[src/rtl/tone_queue_player_core_assert.svh]
// assertion macros for the tone queue player core
// expects aclk and aresetn in the scope of the module that uses them
`ifndef TONE_QUEUE_PLAYER_CORE_ASSERT_SVH
`define TONE_QUEUE_PLAYER_CORE_ASSERT_SVH

// same-cycle implication
`define TQP_ASSERT_IMPLIES(lbl, ante, cons) \
    lbl: assert property (@(posedge aclk) disable iff (!aresetn) (ante) |-> (cons)) \
        else $error("tone queue player check failed");

// next-cycle implication
`define TQP_ASSERT_NEXT(lbl, ante, cons) \
    lbl: assert property (@(posedge aclk) disable iff (!aresetn) (ante) |=> (cons)) \
        else $error("tone queue player check failed");

`endif

[src/rtl/tqp_pkg.sv]
// shared types, constants and helpers for the tone queue player core
// no dependencies
`default_nettype none

package tqp_pkg;

    localparam int unsigned QUEUE_DEPTH = 256;
    localparam int unsigned PTR_W = $clog2(QUEUE_DEPTH);
    localparam int unsigned CNT_W = PTR_W + 1;
    localparam int unsigned CNT_EXT_W = PTR_W + 9;

    localparam int unsigned KIND_W = 2;
    localparam int unsigned FREQ_W = 16;
    localparam int unsigned DUR_W = 16;
    localparam int unsigned TPS_W = 20;
    localparam int unsigned QCOUNT_W = 8;
    localparam int unsigned TIME_W = 32;
    localparam int unsigned ENTRY_W = FREQ_W + DUR_W;

    localparam logic [KIND_W-1:0] KIND_ENQUEUE = 2'd0;
    localparam logic [KIND_W-1:0] KIND_TICK = 2'd1;
    localparam logic [KIND_W-1:0] KIND_CLEAR = 2'd2;

    localparam logic [TPS_W-1:0] TPS_RESET = 20'd91;
    localparam int unsigned MS_PER_SECOND = 1000;
    localparam int unsigned COUNT_SAT = 255;

    // tps / 1000 by reciprocal, quotient low by at most one
    localparam int unsigned RECIP_TPS_SHIFT = 30;
    localparam int unsigned RECIP_TPS_W = 21;
    localparam logic [RECIP_TPS_W-1:0] RECIP_TPS =
        RECIP_TPS_W'((64'd1 << RECIP_TPS_SHIFT) / MS_PER_SECOND);
    localparam int unsigned TPS_PROD_W = TPS_W + RECIP_TPS_W;
    localparam int unsigned TPS_Q_W = TPS_PROD_W - RECIP_TPS_SHIFT;
    localparam int unsigned TPS_R_W = 10;

    // (dur * remainder) / 1000 by reciprocal
    localparam int unsigned Y_W = DUR_W + TPS_R_W;
    localparam int unsigned Z_W = DUR_W + TPS_Q_W;
    localparam int unsigned RECIP_MS_SHIFT = 36;
    localparam int unsigned RECIP_MS_W = 27;
    localparam logic [RECIP_MS_W-1:0] RECIP_MS =
        RECIP_MS_W'((64'd1 << RECIP_MS_SHIFT) / MS_PER_SECOND);
    localparam int unsigned Y_PROD_W = Y_W + RECIP_MS_W;
    localparam int unsigned YQ_W = Y_PROD_W - RECIP_MS_SHIFT;

    typedef struct packed {
        logic take;
        logic split;
        logic mul;
        logic quot;
        logic fix;
        logic load_end;
        logic out_load;
    } tqp_cmd_t;

    typedef struct packed {
        logic start_needed;
    } tqp_status_t;

    function automatic logic [PTR_W-1:0] ring_next(input logic [PTR_W-1:0] p);
        logic [PTR_W-1:0] r;
        if (p == PTR_W'(QUEUE_DEPTH - 1)) begin
            r = '0;
        end else begin
            r = p + 1'b1;
        end
        return r;
    endfunction

endpackage

`default_nettype wire

[src/rtl/tqp_controller.sv]
// sequencing state machine and result valid for the tone queue player core
// depends on tqp_pkg and tone_queue_player_core_assert.svh
`default_nettype none
`include "tone_queue_player_core_assert.svh"

module tqp_controller
    import tqp_pkg::*;
(
    input  wire logic        aclk,
    input  wire logic        aresetn,
    input  wire logic        s_valid,
    output logic             s_ready,
    output logic             m_valid,
    input  wire logic        m_ready,
    input  wire tqp_status_t status,
    output tqp_cmd_t         cmd
);

    typedef enum logic [2:0] {
        S_IDLE,
        S_READ,
        S_SPLIT,
        S_MUL,
        S_QUOT,
        S_FIX,
        S_END,
        S_RESULT
    } state_t;

    state_t state_reg, state_next;
    logic   m_valid_reg, m_valid_next;
    logic   slot_free;

    assign slot_free = !m_valid_reg || m_ready;

    always_comb begin
        cmd = '0;
        cmd.take = (state_reg == S_IDLE) && s_valid;
        cmd.split = (state_reg == S_SPLIT);
        cmd.mul = (state_reg == S_MUL);
        cmd.quot = (state_reg == S_QUOT);
        cmd.fix = (state_reg == S_FIX);
        cmd.load_end = (state_reg == S_END);
        cmd.out_load = (state_reg == S_RESULT) && slot_free;
    end

    always_comb begin
        state_next = state_reg;
        unique case (state_reg)
            S_IDLE: begin
                if (s_valid) begin
                    state_next = status.start_needed ? S_READ : S_RESULT;
                end
            end
            S_READ:   state_next = S_SPLIT;
            S_SPLIT:  state_next = S_MUL;
            S_MUL:    state_next = S_QUOT;
            S_QUOT:   state_next = S_FIX;
            S_FIX:    state_next = S_END;
            S_END:    state_next = S_RESULT;
            S_RESULT: begin
                if (slot_free) begin
                    state_next = S_IDLE;
                end
            end
            default:  state_next = S_IDLE;
        endcase
        m_valid_next = cmd.out_load || (m_valid_reg && !m_ready);
    end

    always_ff @(posedge aclk) begin
        if (!aresetn) begin
            state_reg <= S_IDLE;
            m_valid_reg <= 1'b0;
        end else begin
            state_reg <= state_next;
            m_valid_reg <= m_valid_next;
        end
    end

    assign s_ready = (state_reg == S_IDLE);
    assign m_valid = m_valid_reg;

    `TQP_ASSERT_NEXT(a_start_reads, s_valid && s_ready && status.start_needed, state_reg == S_READ)
    `TQP_ASSERT_NEXT(a_plain_item_result, s_valid && s_ready && !status.start_needed, state_reg == S_RESULT)
    `TQP_ASSERT_NEXT(a_result_returns, state_reg == S_RESULT && (!m_valid_reg || m_ready), state_reg == S_IDLE && m_valid_reg)

endmodule

`default_nettype wire

[config.mk]
export PLATFORM = sky130hd
export DESIGN_NAME = tqp_controller
export DESIGN_NICKNAME = d
export VERILOG_FILES = /design/src/rtl/tqp_pkg.sv /design/src/rtl/tqp_controller.sv
export VERILOG_INCLUDE_DIRS = /design/src /design/src/rtl
export SDC_FILE = /design/constraint.sdc
export NUM_CORES = 1
export LEC_CHECK = 0
export BUFFER_PORTS_ARGS = -buffer_cell sky130_fd_sc_hd__buf_2
export CAP_MARGIN = 20
export CORE_AREA = 2 2 39 41
export CTS_CLUSTER_SIZE = 20
export DETAILED_ROUTE_END_ITERATION = 8
export DIE_AREA = 0 0 41 43
export SYNTH_ARGS = -nofsm -noshare
export SYNTH_HDL_FRONTEND = slang
export SYNTH_SLANG_ARGS = --single-unit
[constraint.sdc]
create_clock -name aclk -period 3.3 [get_ports aclk]
set_input_delay 0.495 -clock aclk [delete_from_list [all_inputs] [get_ports aclk]]
set_output_delay 0.495 -clock aclk [all_outputs]
set_load 0.02 [all_outputs]
==> flow_metrics.py <==
metrics = {
    "outcome": {
        "run_status": "complete, no violations",
    },
    "setup_path": {
        "end_kind": "output port",
        "cp.required_ns": 2.80,
        "start_kind": "flip-flop",
        "r2r_cells": 5,
        "slowest_stage": "dfxtp_1",
        "path_delay_family": "flip-flops",
        "crit_fanout": 5,
        "timing.rr.start": "state_reg[0]",
        "crit_path_max_incr_delay_ns": 0.37,
        "r2r_setup_slack_ns": 1.75,
        "cp_data_arrival_time_ns": 1.40,
        "r2r_end": "state_reg[1]",
        "crit_path_cell_trace": "inv_1, ha_1, nor2b_2, and2_1, buf_2",
        "path_class": "flip-flop to output port",
        "crit_buf_inv": 2,
    },
    "worst_hold_path": {
        "hp-start": "m_valid",
        "whs_endpoint": "m_valid",
        "worstHoldPathCells": 2,
        "hp-class": "flip-flop to flip-flop",
    },
    "sta": {
        "skew_ns": 0.0002901,
        "report.final.slew_viol_count": 0,
        "relSlewSlack_pct": 73.61,
        "rsz0062_at_grt": "false",
        "finalCriticalPeriod_ns": 1.893,
        "hold_viol": 0,
        "timing.setup.tns_ns": 0,
        "final-setup-viol-count": 0,
        "max_freq_mhz": 528.3,
        "fin_crit_sh_pct": 57.36,
        "worst_slew_pin_slew_ns": 0.3923,
    },
    "power_and_ir_drop": {
        "power.density_mw_per_mm2": 873.4,
        "switching_share_pct": 44.17,
        "combPwrFrac_pct": 59.2,
        "peakVddDrop_v": 0.0002535,
        "clock_power_share_pct": 15.5,
        "p_leak_nw": 0.2271,
        "p_int_mw": 0.2074,
        "switching_power_mw": 0.1641,
        "seq_power_share_pct": 25.4,
    },
    "clock_tree": {
        "postCtsHoldBufs": 0,
        "cts_sinks": 4,
        "cts_root_buffer": "clkbuf_4",
        "postCtsSetupRepairBufs": 0,
        "cts_tree": "built",
        "htree_levels": 1,
        "cts_buffer_depth": 2,
        "ctsResizeCount": 0,
        "clock_latency_ns": 0.23,
        "path_clk_slew_ns": 0.03,
        "cts_made_buffers": 3,
    },
    "layout": {
        "final_area_um2": 425.4,
        "syn_to_final_growth_pct": 29.28,
        "diodes": 0,
        "final_layout_size_suffix_gt1_share_pct": 36.54,
        "fin_nets": 63,
        "largest_reg_flops": 3,
    },
    "synthesis": {
        "ys.flop_type": "dfxtp_1",
        "async_flop_share_pct": 0,
        "synth_top_family_by_area": "simple AND/OR/NAND/NOR gates",
        "synth_top_area_cell": "dfxtp_1",
        "synth_xor_xnor_area_share_pct": 0,
        "synth-compound-area-share_pct": 22.43,
        "synthSimpleGateAreaFrac_pct": 32.32,
        "muxShareOfSynthArea_pct": 0,
        "synth_cells": 37,
        "synth.area.top_cells": "dfxtp_1, ha_1, o311a_1, a21o_1, and2_1",
        "synthAdderAreaFrac_pct": 15.21,
        "yosys_warnings": 0,
        "synth_top_area_share_pct": 24.33,
        "synth-seq-cells": 4,
        "yosysSeqAreaShare_pct": 24.33,
        "ys_types": 20,
        "synthesis.area_um2": 329.1,
        "synth-edff-count": 0,
        "syn_avg_cell_area_um2": 8.894,
        "yosys-top-cells-count": "dfxtp_1, ha_1",
        "syn_nets": 46,
    },
    "global_route": {
        "gr-total-overflow": 0,
        "antenna_found_initial": 0,
        "grt.total_usage_pct": 8.835,
        "grt_pass1_vias": 268,
        "grt_max_degree": 13,
        "grt_first_pass_wirelength_um": 1021,
    },
    "floorplanning": {
        "io_pins": 14,
        "start_util_pct": 23.78,
        "die-area_mm2": 0.001763,
        "die_w_um": 41,
        "die_y_um": 43,
        "core_area_mm2": 0.001384,
        "rows": 14,
    },
    "route": {
        "ant_nets": 0,
        "finalWirelength_um": 613,
        "drt-wirelength-per-cell_um": 9.015,
        "drt-initial-drc-count": 1,
        "drc": 0,
        "first_pass_iters": 2,
        "num_vias": 296,
        "vias_per_cell": 4.353,
    },
    "job": {
        "cap_viol_max_count": 0,
    },
    "placed_design": {
        "gp_congestion": 0.6896,
        "place_hpwl_um": 510.5,
        "placed_area_um2": 402.9,
        "port_buffers": 13,
    },
}
[cells in the final DEF (no fill, tap or decap), types with 2 or more instances in the layout]
master,Yosys,routed
clkbuf_4,0,3
nor2b_1,3,3
ha_1,4,4
nor2_1,2,2
dfxtp_1,4,4
nand2_1,2,2
a21o_1,3,3
and2_1,3,3
inv_1,2,2
buf_2,0,13
o311a_1,3,3
[worst min-delay path, cell delays in order, from the launching register on]
cell,delay (ns)
dfxtp_1,0.31
nand2b_1,0.08
a21boi_0,0.08
[stage by stage]
step | total power, mW | worst slack, ns | util (%) | instances | hold slack, ns
floorplan | 0.2735 | 1.673 | - | 37 | 0.5793
global placement | 0.3152 | 1.654 | 29.11 | 65 | 0.5112
detailed placement | 0.3180 | 1.647 | 29.11 | 65 | 0.5238
CTS | 0.3797 | 1.388 | 30.74 | 68 | 0.5220
global route | 0.4159 | 1.299 | 30.74 | 68 | 0.5323
finish | 0.3715 | 1.407 | 30.74 | 68 | 0.5194
[final cells by class]
cell class | instances | area [um2]
multi-input combinational | 30 | 230.2
sequential | 4 | 80.08
inverter | 2 | 7.507
fill | 159 | 958.4
tap | 16 | 20.02
timing repair buffer | 13 | 65.06
clock buffer | 3 | 22.52
[cell families after synthesis]
logic type      count (synthesis)
compound gates                  9
buf+inv                         3
simple gates                   17
fa+ha+maj                       4
flops                           4
[power groups by stage]
| stage | combinational, mW | clock (mW) | sequential (mW) |
|---|---|---|---|
| final | 0.220 | 0.0574 | 0.0943 |
| after global routing | 0.251 | 0.0653 | 0.100 |
| after CTS | 0.223 | 0.0625 | 0.0943 |
| after global placement | 0.220 | 0 | 0.0949 |
| after floorplan | 0.193 | 0 | 0.0806 |
| after detailed placement | 0.223 | 0 | 0.0953 |
[how the worst max path moves through the flow]
stage	from	end	slack, ns	cells past startpoint
after floorplan	state_reg[0]	cmd[6]	1.67	4
after global placement	state_reg[0]	cmd[6]	1.65	5
after detailed placement	state_reg[0]	cmd[6]	1.65	5
after CTS	state_reg[0]	cmd[6]	1.39	5
after global routing	state_reg[0]	cmd[6]	1.30	5
final	state_reg[0]	cmd[6]	1.41	5
[routing by layer]
metal  GRT usage, %  vias up  wire [um]
li1               -      164          -
met1          10.29      124        254
met2          11.88        8        315
met3          1.571        0         42
met4          10.00        0          0
met5              0        -          0
Note: power is estimated with default switching activity, not from simulation.
